===== config.mk =====
export PLATFORM = sky130hd
export DESIGN_NAME = date_string_parser
export DESIGN_NICKNAME = d
export VERILOG_FILES = /design/src/rtl/core/dsp_pkg.sv /design/src/rtl/core/dsp_absorb.sv /design/src/rtl/core/dsp_check.sv /design/src/rtl/core/date_string_parser.sv
export SDC_FILE = /design/constraint.sdc
export NUM_CORES = 1
export LEC_CHECK = 0
export ABC_AREA = 1
export BUFFER_PORTS_ARGS = -buffer_cell sky130_fd_sc_hd__clkbuf_2
export CAP_MARGIN = 20
export CORE_MARGIN = 4
export CORE_UTILIZATION = 60
export CTS_CLUSTER_SIZE = 40
export DETAILED_ROUTE_END_ITERATION = 10
export PLACE_DENSITY = 0.78
export SKIP_CTS_REPAIR_TIMING = 1
export SLEW_MARGIN = 20
export SYNTH_ARGS = -nofsm -noshare
export SYNTH_HDL_FRONTEND = slang
export SYNTH_SLANG_ARGS = --single-unit

===== constraint.sdc =====
create_clock -name clk -period 7.2 [get_ports clk]
set_input_delay 0.36 -clock clk [delete_from_list [all_inputs] [get_ports clk]]
set_output_delay 0.36 -clock clk [all_outputs]
set_load 0.005 [all_outputs]

===== src/rtl/core/dsp_pkg.sv =====
// Shared types, constants and helper functions for the date string parser.
package dsp_pkg;

  // Character codes of interest
  localparam logic [7:0] CHAR_DOT  = 8'd46;
  localparam logic [7:0] CHAR_DASH = 8'd45;
  localparam logic [7:0] CHAR_ZERO = 8'd48;
  localparam logic [7:0] CHAR_NINE = 8'd57;

  // Saturation and range limits
  localparam logic [13:0] YEAR_SAT    = 14'd10000;
  localparam logic [13:0] YEAR_MAX    = 14'd9999;
  localparam logic [8:0]  DAY_SAT     = 9'd367;
  localparam logic [8:0]  ORD_DAYS    = 9'd365;
  localparam logic [8:0]  ORD_DAYS_LP = 9'd366;
  localparam int unsigned LEAP_CYCLE  = 400;
  localparam logic [3:0]  CNT_MAX     = 4'd15;
  localparam logic [3:0]  ISO_LEN     = 4'd10;
  localparam logic [3:0]  MONTH_FEB   = 4'd2;
  localparam logic [6:0]  MONTH_LAST  = 7'd12;

  // ISO flag bit positions
  localparam int FLAG_YEAR  = 0;
  localparam int FLAG_MONTH = 1;
  localparam int FLAG_DAY   = 2;
  localparam int FLAG_DASH  = 3;

  // Cumulative day count at the start of each month, non-leap year
  localparam logic [8:0] MONTH_START [12] =
    '{9'd0, 9'd31, 9'd59, 9'd90, 9'd120, 9'd151, 9'd181, 9'd212, 9'd243, 9'd273,
      9'd304, 9'd334};
  localparam logic [4:0] MONTH_LEN [12] =
    '{5'd31, 5'd28, 5'd31, 5'd30, 5'd31, 5'd30, 5'd31, 5'd31, 5'd30, 5'd31,
      5'd30, 5'd31};

  typedef enum logic [3:0] {
    ERR_NONE           = 4'd0,
    ERR_EMPTY          = 4'd1,
    ERR_NO_YEAR        = 4'd2,
    ERR_NO_DAY         = 4'd3,
    ERR_ORD_YEAR_CHAR  = 4'd4,
    ERR_ORD_YEAR_RANGE = 4'd5,
    ERR_ORD_DAY_CHAR   = 4'd6,
    ERR_ORD_DAY_RANGE  = 4'd7,
    ERR_ISO_LAYOUT     = 4'd8,
    ERR_ISO_YEAR       = 4'd9,
    ERR_ISO_MONTH      = 4'd10,
    ERR_ISO_DAY        = 4'd11
  } dsp_err_t;

  // Running state of the string being received
  typedef struct packed {
    logic [3:0]  char_count;
    logic        dot_seen;
    logic        dot_at_start;
    logic [13:0] bd_value;
    logic [8:0]  bd_mod400;
    logic        bd_bad;
    logic [8:0]  ad_value;
    logic        ad_bad;
    logic [6:0]  iso_month;
    logic [6:0]  iso_day;
    logic [3:0]  iso_flags;
  } dsp_state_t;

  // Finished string handed to the checker
  typedef struct packed {
    logic       empty;
    logic       dot_is_last;
    dsp_state_t st;
  } dsp_snap_t;

  // Remainder by 400 of a value below 4000: compare against each multiple
  function automatic logic [8:0] mod400(input logic [11:0] v);
    logic [3:0]  q;
    logic [11:0] r;
    q = '0;
    for (int k = 1; k < 10; k++) begin
      if (v >= 12'(LEAP_CYCLE * k)) q = 4'(k);
    end
    r = v - 12'(q) * 12'(LEAP_CYCLE);
    return r[8:0];
  endfunction

  // Gregorian leap rule on the year mod 400
  function automatic logic is_leap(input logic [8:0] m);
    return (m[1:0] == 2'd0) && (m != 9'd100) && (m != 9'd200) && (m != 9'd300);
  endfunction

endpackage


===== src/rtl/core/dsp_absorb.sv =====
// Per-character state update and snapshot register of the finished string.
module dsp_absorb (
  input  logic              clk,
  input  logic              rst,
  input  logic              accept,
  input  logic [7:0]        char_code,
  input  logic              last_char,
  input  logic              empty_string,
  input  logic              snap_take,
  output logic              snap_valid,
  output dsp_pkg::dsp_snap_t snap
);
  import dsp_pkg::*;

  dsp_state_t  st;
  dsp_state_t  st_next;
  logic        dig;
  logic [3:0]  dval;
  logic        dot_is_last;
  logic [16:0] bd_prod;
  logic [11:0] mod_prod;
  logic [11:0] ad_prod;
  logic        done;

  assign dig         = (char_code >= CHAR_ZERO) && (char_code <= CHAR_NINE);
  assign dval        = dig ? char_code[3:0] : 4'd0;
  assign dot_is_last = (char_code == CHAR_DOT) && !st.dot_seen;
  assign bd_prod     = 17'(st.bd_value) * 17'd10 + 17'(dval);
  assign mod_prod    = 12'(st.bd_mod400) * 12'd10 + 12'(dval);
  assign ad_prod     = 12'(st.ad_value) * 12'd10 + 12'(dval);
  assign done        = accept && (last_char || empty_string);

  always_comb begin
    st_next = st;
    // Ordinal reading: split at the first dot
    if (!st.dot_seen) begin
      if (char_code == CHAR_DOT) begin
        st_next.dot_seen     = 1'b1;
        st_next.dot_at_start = (st.char_count == 4'd0);
      end else if (dig && !st.bd_bad) begin
        st_next.bd_value  = (bd_prod > 17'(YEAR_SAT)) ? YEAR_SAT : bd_prod[13:0];
        st_next.bd_mod400 = mod400(mod_prod);
      end else begin
        st_next.bd_bad = 1'b1;
      end
    end else begin
      if (dig && !st.ad_bad) begin
        st_next.ad_value = (ad_prod > 12'(DAY_SAT)) ? DAY_SAT : ad_prod[8:0];
      end else begin
        st_next.ad_bad = 1'b1;
      end
    end
    // ISO reading: fixed positions
    if (st.char_count <= 4'd3) begin
      if (!dig) st_next.iso_flags[FLAG_YEAR] = 1'b1;
    end else if (st.char_count == 4'd4 || st.char_count == 4'd7) begin
      if (char_code != CHAR_DASH) st_next.iso_flags[FLAG_DASH] = 1'b1;
    end else if (st.char_count == 4'd5 || st.char_count == 4'd6) begin
      if (dig) st_next.iso_month = 7'(st.iso_month * 7'd10 + 7'(dval));
      else st_next.iso_flags[FLAG_MONTH] = 1'b1;
    end else if (st.char_count == 4'd8 || st.char_count == 4'd9) begin
      if (dig) st_next.iso_day = 7'(st.iso_day * 7'd10 + 7'(dval));
      else st_next.iso_flags[FLAG_DAY] = 1'b1;
    end
    if (st.char_count != CNT_MAX) st_next.char_count = st.char_count + 4'd1;
  end

  always_ff @(posedge clk) begin
    if (rst) begin
      st         <= '0;
      snap_valid <= 1'b0;
    end else begin
      if (accept) begin
        st <= (last_char || empty_string) ? '0 : st_next;
      end
      if (done) begin
        snap_valid <= 1'b1;
      end else if (snap_take) begin
        snap_valid <= 1'b0;
      end
    end
  end

  always_ff @(posedge clk) begin
    if (done) begin
      snap.empty       <= empty_string;
      snap.dot_is_last <= dot_is_last;
      snap.st          <= st_next;
    end
  end

`ifndef ASSERT_OFF
  a_dot_start: assert property (@(posedge clk) disable iff (rst)
    st.dot_at_start |-> st.dot_seen)
    else $error("dot at start recorded without a dot");
  a_sat: assert property (@(posedge clk) disable iff (rst)
    (st.bd_value <= YEAR_SAT) && (st.ad_value <= DAY_SAT))
    else $error("accumulator above saturation limit");
  a_mod: assert property (@(posedge clk) disable iff (rst)
    st.bd_mod400 < 9'(LEAP_CYCLE))
    else $error("year remainder out of range");
  a_clear: assert property (@(posedge clk) disable iff (rst)
    done |=> (st.char_count == 4'd0) && !st.dot_seen && (st.iso_flags == 4'd0))
    else $error("state not cleared after end of string");
`endif

endmodule


===== src/rtl/core/dsp_check.sv =====
// Final layout and range check of a finished string, with the result register.
module dsp_check (
  input  logic               clk,
  input  logic               rst,
  input  logic               snap_valid,
  input  dsp_pkg::dsp_snap_t snap,
  input  logic               out_ready,
  output logic               snap_take,
  output logic               out_valid,
  output logic               date_valid,
  output logic [13:0]        year_out,
  output logic [3:0]         month_out,
  output logic [4:0]         day_out,
  output logic [3:0]         error_code
);
  import dsp_pkg::*;

  dsp_state_t s;
  logic       lp;
  logic [8:0] ord_max;
  logic [3:0] ord_m;
  logic [3:0] ord_idx;
  logic [8:0] ord_start;
  logic [8:0] ord_day;
  logic       iso_m_ok;
  logic [3:0] iso_idx;
  logic [4:0] iso_lim;
  logic       r_valid;
  logic [3:0] r_month;
  logic [4:0] r_day;
  dsp_err_t   r_err;

  assign s         = snap.st;
  assign snap_take = !out_valid || out_ready;
  assign lp        = is_leap(s.bd_mod400);
  assign ord_max   = lp ? ORD_DAYS_LP : ORD_DAYS;

  // Month of an ordinal day: last month whose start lies below the day
  always_comb begin
    ord_m = 4'd1;
    for (int k = 1; k < 12; k++) begin
      if (s.ad_value > MONTH_START[k] + ((k >= 2 && lp) ? 9'd1 : 9'd0)) ord_m = 4'(k + 1);
    end
  end

  assign ord_idx   = ord_m - 4'd1;
  assign ord_start = MONTH_START[ord_idx] + ((ord_m >= 4'd3 && lp) ? 9'd1 : 9'd0);
  assign ord_day   = s.ad_value - ord_start;

  assign iso_m_ok = (s.iso_month != 7'd0) && (s.iso_month <= MONTH_LAST);
  assign iso_idx  = iso_m_ok ? 4'(s.iso_month - 7'd1) : 4'd0;
  assign iso_lim  = (iso_idx == MONTH_FEB - 4'd1 && lp) ? 5'd29 : MONTH_LEN[iso_idx];

  always_comb begin
    r_valid = 1'b0;
    r_month = 4'd0;
    r_day   = 5'd0;
    r_err   = ERR_NONE;
    priority if (snap.empty) begin
      r_err = ERR_EMPTY;
    end else if (s.dot_seen) begin
      priority if (s.dot_at_start) r_err = ERR_NO_YEAR;
      else if (snap.dot_is_last) r_err = ERR_NO_DAY;
      else if (s.bd_bad) r_err = ERR_ORD_YEAR_CHAR;
      else if (s.bd_value == 14'd0 || s.bd_value > YEAR_MAX) r_err = ERR_ORD_YEAR_RANGE;
      else if (s.ad_bad) r_err = ERR_ORD_DAY_CHAR;
      else if (s.ad_value == 9'd0 || s.ad_value > ord_max) r_err = ERR_ORD_DAY_RANGE;
      else begin
        r_valid = 1'b1;
        r_month = ord_m;
        r_day   = ord_day[4:0];
      end
    end else begin
      priority if (s.char_count != ISO_LEN || s.iso_flags[FLAG_DASH]) r_err = ERR_ISO_LAYOUT;
      else if (s.iso_flags[FLAG_YEAR] || s.bd_value == 14'd0) r_err = ERR_ISO_YEAR;
      else if (s.iso_flags[FLAG_MONTH] || !iso_m_ok) r_err = ERR_ISO_MONTH;
      else if (s.iso_flags[FLAG_DAY] || s.iso_day == 7'd0 || s.iso_day > 7'(iso_lim)) begin
        r_err = ERR_ISO_DAY;
      end else begin
        r_valid = 1'b1;
        r_month = s.iso_month[3:0];
        r_day   = s.iso_day[4:0];
      end
    end
  end

  always_ff @(posedge clk) begin
    if (rst) begin
      out_valid <= 1'b0;
    end else if (snap_take) begin
      out_valid <= snap_valid;
    end
  end

  always_ff @(posedge clk) begin
    if (snap_take && snap_valid) begin
      date_valid <= r_valid;
      year_out   <= r_valid ? s.bd_value : 14'd0;
      month_out  <= r_month;
      day_out    <= r_day;
      error_code <= r_err;
    end
  end

`ifndef ASSERT_OFF
  a_good: assert property (@(posedge clk) disable iff (rst)
    out_valid && date_valid |-> (error_code == ERR_NONE) && (year_out != 14'd0) &&
      (month_out != 4'd0) && (month_out <= 4'd12) && (day_out != 5'd0))
    else $error("valid date with bad fields");
  a_bad: assert property (@(posedge clk) disable iff (rst)
    out_valid && !date_valid |-> (error_code != ERR_NONE) && (year_out == 14'd0) &&
      (month_out == 4'd0) && (day_out == 5'd0))
    else $error("invalid date with nonzero fields");
  a_load: assert property (@(posedge clk) disable iff (rst)
    snap_valid && snap_take |=> out_valid)
    else $error("snapshot taken but no result presented");
`endif

endmodule


===== src/rtl/core/date_string_parser.sv =====
// Date string parser: one character per request, one result per string.
// Path: the request carrying the last character (or the empty-string flag) is
//   captured in the snapshot register, then checked into the result register behind m_tvalid.
// Throughput: one character per cycle; s_tready drops only while a finished
//   string waits in the snapshot register behind a stalled result register.
// Reset: synchronous rst clears the running state and both valid flags.
module date_string_parser (
  input  logic        clk,
  input  logic        rst,
  // Input stream
  input  logic        s_tvalid,
  output logic        s_tready,
  input  logic [7:0]  s_tdata,   // [7:0] char_code
  input  logic        s_tlast,   // last_char
  input  logic        s_tuser,   // [0] empty_string
  // Result stream
  output logic        m_tvalid,
  input  logic        m_tready,
  output logic [31:0] m_tdata,   // [13:0] year_out, [17:14] month_out,
                                 // [22:18] day_out, [26:23] error_code, rest zero
  output logic        m_tuser    // [0] date_valid
);
  import dsp_pkg::*;

  logic        accept;
  logic        snap_valid;
  logic        snap_take;
  dsp_snap_t   snap;
  logic [13:0] year_out;
  logic [3:0]  month_out;
  logic [4:0]  day_out;
  logic [3:0]  error_code;

  // Take a new character unless a finished string is stuck in the snapshot
  assign s_tready = !snap_valid || snap_take;
  assign accept   = s_tvalid && s_tready;

  // Accumulate both readings; capture the string when it ends
  dsp_absorb u_absorb (
    .clk          (clk),
    .rst          (rst),
    .accept       (accept),
    .char_code    (s_tdata),
    .last_char    (s_tlast),
    .empty_string (s_tuser),
    .snap_take    (snap_take),
    .snap_valid   (snap_valid),
    .snap         (snap)
  );

  // Check layout and ranges, convert ordinal days, hold the result
  dsp_check u_check (
    .clk        (clk),
    .rst        (rst),
    .snap_valid (snap_valid),
    .snap       (snap),
    .out_ready  (m_tready),
    .snap_take  (snap_take),
    .out_valid  (m_tvalid),
    .date_valid (m_tuser),
    .year_out   (year_out),
    .month_out  (month_out),
    .day_out    (day_out),
    .error_code (error_code)
  );

  // Pack result fields from the lowest bit up
  assign m_tdata = {5'd0, error_code, day_out, month_out, year_out};

endmodule

==> Yosys cells after proc, flatten, opt, wreduce, memory -nomap -nowiden <==
Memory sizes are Yosys's and may differ from the RTL's.
Cells that the tools add are included.
{ "classes": {"mul": 6, "order_cmp": 32, "n_mux": 109, "bitwise_logic": 2, "addsub": 21, "reduce_logical": 39, "eq_ne": 14} }
{ "op_table": {"columns": ["cell", "n"], "rows": [
  ["4-bit two-way mux", 39],
  ["9-bit > comparator", 9],
  ["5-bit two-way mux", 16],
  ["58-bit two-way mux", 1],
  ["12-bit >= comparator (second input constant)", 4],
  ["8-bit by 9-bit adder with 9-bit output (first input constant)", 4],
  ["12-bit by 11-bit >= comparator with 1-bit output (second input constant)", 3],
  ["7-bit two-way mux", 5],
  ["1-bit two-way mux", 28],
  ["14-bit two-way mux", 2],
  ["9-bit adder (first input constant)", 3],
  ["26-bit two-way mux", 1],
  ["12-bit by 4-bit adder with 12-bit output", 2],
  ["24-bit two-way mux", 1],
  ["23-bit two-way mux", 1],
  ["9-bit by 3-bit multiplier with 11-bit output (second input constant)", 2],
  ["9-bit two-way mux", 2],
  ["17-bit by 4-bit adder with 17-bit output", 1],
  ["17-bit by 14-bit > comparator with 1-bit output (second input constant)", 1],
  ["17-bit two-way mux", 1],
  ["4-bit by 3-bit equality test with 1-bit output (second input constant)", 4],
  ["14-bit by 3-bit multiplier with 16-bit output (second input constant)", 1],
  ["3-bit two-way mux", 5],
  ["7-bit by 4-bit adder with 7-bit output", 2],
  ["45 further kinds", 85]
]} }
{ "totals": {"mem_count": 2, "inputBits": 14, "reg_bits": 148, "out_inout_bits": 35, "romBits": 224} }
{ "memory_table": {"columns": ["name", "words", "width", "rd", "rd_ports_with_merged_regs", "wr", "line", "source"], "rows": [
  ["(no name shown)", 16, 9, 1, 0, 0, "dsp_check.sv:47", "assign ord_start = MONTH_START[ord_idx] + ((ord_m >= 4'd3 && lp) ? 9'd1 : 9'd0);"],
  ["(no name shown)", 16, 5, 1, 0, 0, "dsp_check.sv:52", "assign iso_lim = (iso_idx == MONTH_FEB - 4'd1 && lp) ? 5'd29 : MONTH_LEN[iso_idx];"]
]} }

==> Logic depth before layout (Yosys ltp) <==
{ "logic_depth": {"depth_word": 31, "depth_mapped": 42} }

==> Hierarchy <==
Synthesis repeated with hierarchy kept, for this count alone.
{ "unflattened": {"cells_unflattened": 1474, "hier_area_um2": 11172.0} }
{ "by_module_without_submodules": {"columns": ["mod", "cells_each", "n_inst", "area_each_um2"], "rows": [
  ["dsp_absorb", 1067, 1, 8251.7],
  ["dsp_check", 397, 1, 2859.0],
  ["date_string_parser", 10, 1, 61.3]
]} }

==> Worst setup path after synthesis <==
Ideal clock, no wire load.
{ "synth_path": {"kind": "register to register", "start": "reg u_absorb.snap[31] (netlist name)", "end": "reg u_check.day_out[4], data pin", "t_arrival_ns": 4.713, "stages_incl_launch_ff": 33, "path_buffers": 0, "setup_time_ns": 0.270, "path_slack_ns": 2.217, "required_time_ns": 6.930, "path_cell_list": "edfxtp_1 > o31ai_1 > inv_1 > nor4_1 > nor2_1 > inv_1 > ha_1 > o21bai_1 > a21oi_1 > o311ai_0 > o21a_1 > o21ai_0 > nand2_1 > nand2_1 > nand2_1 > nand2_1 > nand2_1 > a21o_1 > and2_1 > ha_1 > xor2_1 > fa_1 > inv_1 > ha_1 > nor2_1 > fa_1 > nand2_1 > a21oi_1 > xor2_1 > xor2_1 > inv_1 > nand2_1 > a21oi_1"} }
{ "synth_via": {"elab_chain_cells": 31, "elab_cells_between_ends": 65, "classes_between": "add/sub: 13; order compare: 13; eq/ne: 3; mux: 27; bitwise: 1; reduce/logical: 7; memory: 1"} }
{ "synth_rtl": {"columns": ["element", "line", "source"], "rows": [
  ["9-bit by 7-bit inequality test with 1-bit output", "dsp_pkg.sv:87", "return (m[1:0] == 2'd0) && (m != 9'd100) && (m != 9'd200) && (m != 9'd300);"],
  ["1-bit logical AND (2 in a row)", "dsp_pkg.sv:87", null],
  ["1-bit logical AND (*)", "dsp_pkg.sv:87", null],
  ["1-bit two-way mux", "dsp_check.sv:42", "if (s.ad_value > MONTH_START[k] + ((k >= 2 && lp) ? 9'd1 : 9'd0)) ord_m = 4'(k + 1);"],
  ["6-bit by 1-bit adder with 7-bit output", "dsp_check.sv:42", null],
  ["9-bit by 7-bit > comparator with 1-bit output", "dsp_check.sv:42", null],
  ["4-bit two-way mux (10 in a row)", "dsp_check.sv:42", null],
  ["4-bit by 1-bit subtractor with 4-bit output", "dsp_check.sv:46", "assign ord_idx = ord_m - 4'd1;"],
  ["[5 not listed]", null, null],
  ["5-bit subtractor", "dsp_check.sv:48", "assign ord_day = s.ad_value - ord_start;"],
  ["5-bit two-way mux", "dsp_check.sv:67", "else if (s.ad_value == 9'd0 || s.ad_value > ord_max) r_err = ERR_ORD_DAY_RANGE;"],
  ["5-bit two-way mux", "dsp_check.sv:66", "else if (s.ad_bad) r_err = ERR_ORD_DAY_CHAR;"],
  ["5-bit two-way mux", "dsp_check.sv:65", "else if (s.bd_value == 14'd0 || s.bd_value > YEAR_MAX) r_err = ERR_ORD_YEAR_RANGE;"],
  ["5-bit two-way mux", "dsp_check.sv:64", "else if (s.bd_bad) r_err = ERR_ORD_YEAR_CHAR;"],
  ["5-bit two-way mux", "dsp_check.sv:63", "else if (snap.dot_is_last) r_err = ERR_NO_DAY;"],
  ["5-bit two-way mux", "dsp_check.sv:62", "priority if (s.dot_at_start) r_err = ERR_NO_YEAR;"],
  ["5-bit two-way mux (*)", "dsp_check.sv:61", "end else if (s.dot_seen) begin"],
  ["to (signal assigned)", "dsp_check.sv:100", "day_out <= r_day;"],
  ["to (decl)", "dsp_check.sv:13", "output logic [4:0] day_out,"]
]} }
Every way passes the cells marked *; elsewhere a longest branch is shown, timed or not. The select of a mux whose other input is x is not followed.
A chain may end at the register's enable or synchronous reset.

==> Worst setup path in the final report <==
{ "layout_path": {"start": "reg u_absorb.snap[37] (netlist name)", "end": "reg u_check.day_out[4], data pin"} }
{ "layout_via": {"elab_chain_cells": 31, "elab_cells_between_ends": 65, "classes_between": "add/sub: 13; order compare: 13; eq/ne: 3; mux: 27; bitwise: 1; reduce/logical: 7; memory: 1"} }
{ "layout_rtl": {"columns": ["element", "line"], "rows": [
  ["9-bit by 7-bit inequality test with 1-bit output", "dsp_pkg.sv:87"],
  ["1-bit logical AND (2 in a row)", "dsp_pkg.sv:87"],
  ["1-bit logical AND (*)", "dsp_pkg.sv:87"],
  ["1-bit two-way mux", "dsp_check.sv:42"],
  ["6-bit by 1-bit adder with 7-bit output", "dsp_check.sv:42"],
  ["9-bit by 7-bit > comparator with 1-bit output", "dsp_check.sv:42"],
  ["4-bit two-way mux (10 in a row)", "dsp_check.sv:42"],
  ["4-bit by 1-bit subtractor with 4-bit output", "dsp_check.sv:46"],
  ["[5 not listed]", null],
  ["5-bit subtractor", "dsp_check.sv:48"],
  ["5-bit two-way mux", "dsp_check.sv:67"],
  ["5-bit two-way mux", "dsp_check.sv:66"],
  ["5-bit two-way mux", "dsp_check.sv:65"],
  ["5-bit two-way mux", "dsp_check.sv:64"],
  ["5-bit two-way mux", "dsp_check.sv:63"],
  ["5-bit two-way mux", "dsp_check.sv:62"],
  ["5-bit two-way mux (*)", "dsp_check.sv:61"]
]} }
Marked as above.

==> results.sh <==
export IMPL_post_route_min_period_ns=5.74
export IMPL_drc_errors=0
export IMPL_synth_area_leaders="edfxtp_1 (24%), ha_1 (12%), nand2_1 (12%), dfxtp_1 (11%), inv_1 (7.2%)"
export IMPL_place_port_buffers=43
export IMPL_crit_type="register to register"
export IMPL_grt_usage_pct=24.4
export IMPL_min_path_cells=1
export IMPL_yosys_register_bits=148
export IMPL_clk_pin_slew_worst_paths_ns=0.06
export IMPL_initial_core_util_pct=61.8
export IMPL_hpwl_mm=18.2
export IMPL_cp_required_ns=7.36
export IMPL_status="finished, final reports clean"
export IMPL_synth_edf_count=88
export IMPL_ys_flop_type="edfxtp_1"
export IMPL_p_leak_nw=5.52
export IMPL_syn_avg_cell_area_sq_um=7.72
export IMPL_place_gp_congestion=0.945
export IMPL_cts_inserted_buffers=17
export IMPL_ys_top_cells_by_count="nand2_1 (348), inv_1 (207), nor2_1 (117), ha_1 (107), a21oi_1 (101)"
export IMPL_cp_end_kind="register"
export IMPL_yosysTopAreaCell="edfxtp_1"
export IMPL_clock_root_buffer="clkbuf_16"
export IMPL_antenna_found_initial=0
export IMPL_reg2reg_depth=33
export IMPL_tns_ns=0
export IMPL_fmax_mhz=174
export IMPL_fin_area_sq_um=11800
export IMPL_worst_pin_slew_ns=1.05
export IMPL_crit_path_start_kind="register"
export IMPL_rows=48
export IMPL_dieHeight_microns=142
export IMPL_path_buf_inv=3
export IMPL_ir_drop_mv=0.186
export IMPL_timing_hold_ws_ns=0.168
export IMPL_route_antenna_remaining_nets=0
export IMPL_rsz0062_at_grt="no"
export IMPL_post_route_period_util_pct=79.8
export IMPL_grt_overflow_total=0
export IMPL_fin_skew_ns=0.0149
export IMPL_drtIter0Drc=660
export IMPL_netlist_instances=1400
export IMPL_grt_max_degree=63
export IMPL_num_antenna_cells=0
export IMPL_vias_per_cell=5.48
export IMPL_nets=1580
export IMPL_max_cap_violations=0
export IMPL_grt_pass1_vias=8661
export IMPL_wl_per_cell_microns=14.6
export IMPL_grt_pass1_wl_mm=40.0
export IMPL_crit_family="adder cells"
export IMPL_fp_coreArea_sq_um=17500
export IMPL_worstSetupPathDepth=33
export IMPL_cts_tree="built"
export IMPL_synthArstFlopShare_pct=0
export IMPL_vias=9235
export IMPL_slowest_delay_ns=0.52
export IMPL_wirelength_mm=24.6
export IMPL_cpMostUsedCell="nand2_1"
export IMPL_yosysSeqAreaShare_pct=35.6
export IMPL_place_area_sq_um=11300
export IMPL_die_x_microns=142
export IMPL_crit_fanout=5
export IMPL_drt_pass1_iter_count=5
export IMPL_htree_levels=4
export IMPL_numClockSinks=148
export IMPL_ys_warn_count=0
export IMPL_num_io_pins=49
export IMPL_area_growth_pct=9.62
export IMPL_hold_path_class="input pin to register"
export IMPL_worstPathArrival_ns=5.90
export IMPL_insertion_delay_ns=0.43
export IMPL_cts_buffer_depth=2
export IMPL_synth_top_area_share_pct=24.5
export IMPL_placed_cells=1652
export IMPL_ys_types=61
export IMPL_synth_area_sq_um=10800
export IMPL_relSlewSlack_pct=29.6
export IMPL_dieArea_sq_um=20200
export IMPL_power_density_cell_area_nw_per_um2=166
export IMPL_regToRegSetupSlack_ns=1.46
export IMPL_power_total_mw=1.97
export IMPL_fin_cells=1684
export IMPL_setup_viol=0
export IMPL_slew_viol_final=0
export IMPL_synth_most_common_cell="nand2_1"
export IMPL_hold_viol_final=0
export IMPL_drive_gt1_share_pct=9.12
export IMPL_slowest_stage="fa_1"
-- sequential cells by signal, indices dropped and copies added, names as in the netlist --
signal	flops
u_absorb.snap	60
u_absorb.snap_valid	1
u_absorb.st	58
u_check.date_valid	1
u_check.day_out	5
u_check.error_code	4
u_check.month_out	4
u_check.out_valid	1
u_check.year_out	14
-- worst paths after layout --
| kind | start | to |
|---|---|---|
| setup / recovery | u_absorb.snap[37]$_DFFE_PP_ | u_check.day_out[4]$_SDFFCE_PP0P_ |
| hold / removal | s_tuser | u_absorb.snap[59]$_DFFE_PP_ |
| setup reg to reg | u_absorb.snap[37]$_DFFE_PP_ | u_check.day_out[4]$_SDFFCE_PP0P_ |
| hold reg to reg | u_absorb.st[10]$_SDFFE_PP0P_ | u_absorb.st[10]$_SDFFE_PP0P_ |
-- where the power goes --
part	switching, mW	leakage, nW	total [mW]	internal (mW)
registers	0.0160	1.33	0.936	0.920
logic	0.121	3.90	0.183	0.0622
clock network	0.355	0.286	0.853	0.497
total	0.492	5.52	1.97	1.48
-- cell families after synthesis --
group | Yosys count | share of synthesized area (%)
xor+xnor | 52 | 4.35
simple gates | 600 | 23.6
compound gates | 235 | 13.0
flops | 148 | 35.6
buf+inv | 244 | 8.72
fa+ha+maj | 120 | 14.8
other cells | 1 | 0.0347
-- per-layer routing --
metal / GRT usage [%] / part of all wire [%] / vias to the layer above
li1: - / - / 4707
met1: 30.6 / 44 / 4247
met2: 43.2 / 50 / 251
met3: 3.09 / 4.3 / 30
met4: 8.94 / 2.0 / 0
met5: 0 / 0 / -
-- layout make-up --
| cell class | count | area [sq um] |
|---|---|---|
| flip-flops and latches | 148 | 3840 |
| repair buffers | 50 | 268 |
| fillers | 1427 | 5630 |
| well taps | 225 | 282 |
| inverters | 217 | 817 |
| multi-input cells | 1012 | 6060 |
| clock buffers | 18 | 450 |
| clock inverters | 14 | 124 |
-- worst register-to-register path: cells and delay by family, from the launching register on --
family	cells	cell delay, ns
adders and majority gates	5	1.54
and+or+nand+nor	13	1.36
AOI/OAI and AO/OA	9	1.30
xor gates and xnor gates	3	0.53
DFF	1	0.40
buffers and inverters	3	0.34
-- stage by stage --
step,utilization [%],worst slack (ns)
2_1_floorplan,-,2.22
3_3_place_gp,64.5,1.60
3_5_place_dp,64.5,1.38
4_1_cts,67.8,1.49
5_1_grt,67.8,0.870
6_report,67.8,1.46
-- cells in the final DEF, fill, tap and decap left out, types with 6 or more instances in the layout --
master / count
nand2_1: 347
inv_1: 207
nor2_1: 116
ha_1: 107
a21oi_1: 100
edfxtp_1: 88
nand3_1: 62
dfxtp_1: 60
o21ai_0: 53
clkbuf_2: 43
xor2_1: 32
xnor2_1: 18
clkbuf_16: 18
nor3_1: 16
nand4_1: 15
fa_1: 13
o22ai_1: 12
o21ai_2: 11
nand3b_1: 9
a31oi_1: 7
buf_4: 7
o21bai_1: 6
inv_2: 6
o21ai_1: 6
o211ai_1: 6
or2_2: 6
Power figures use the tool's default switching activity.
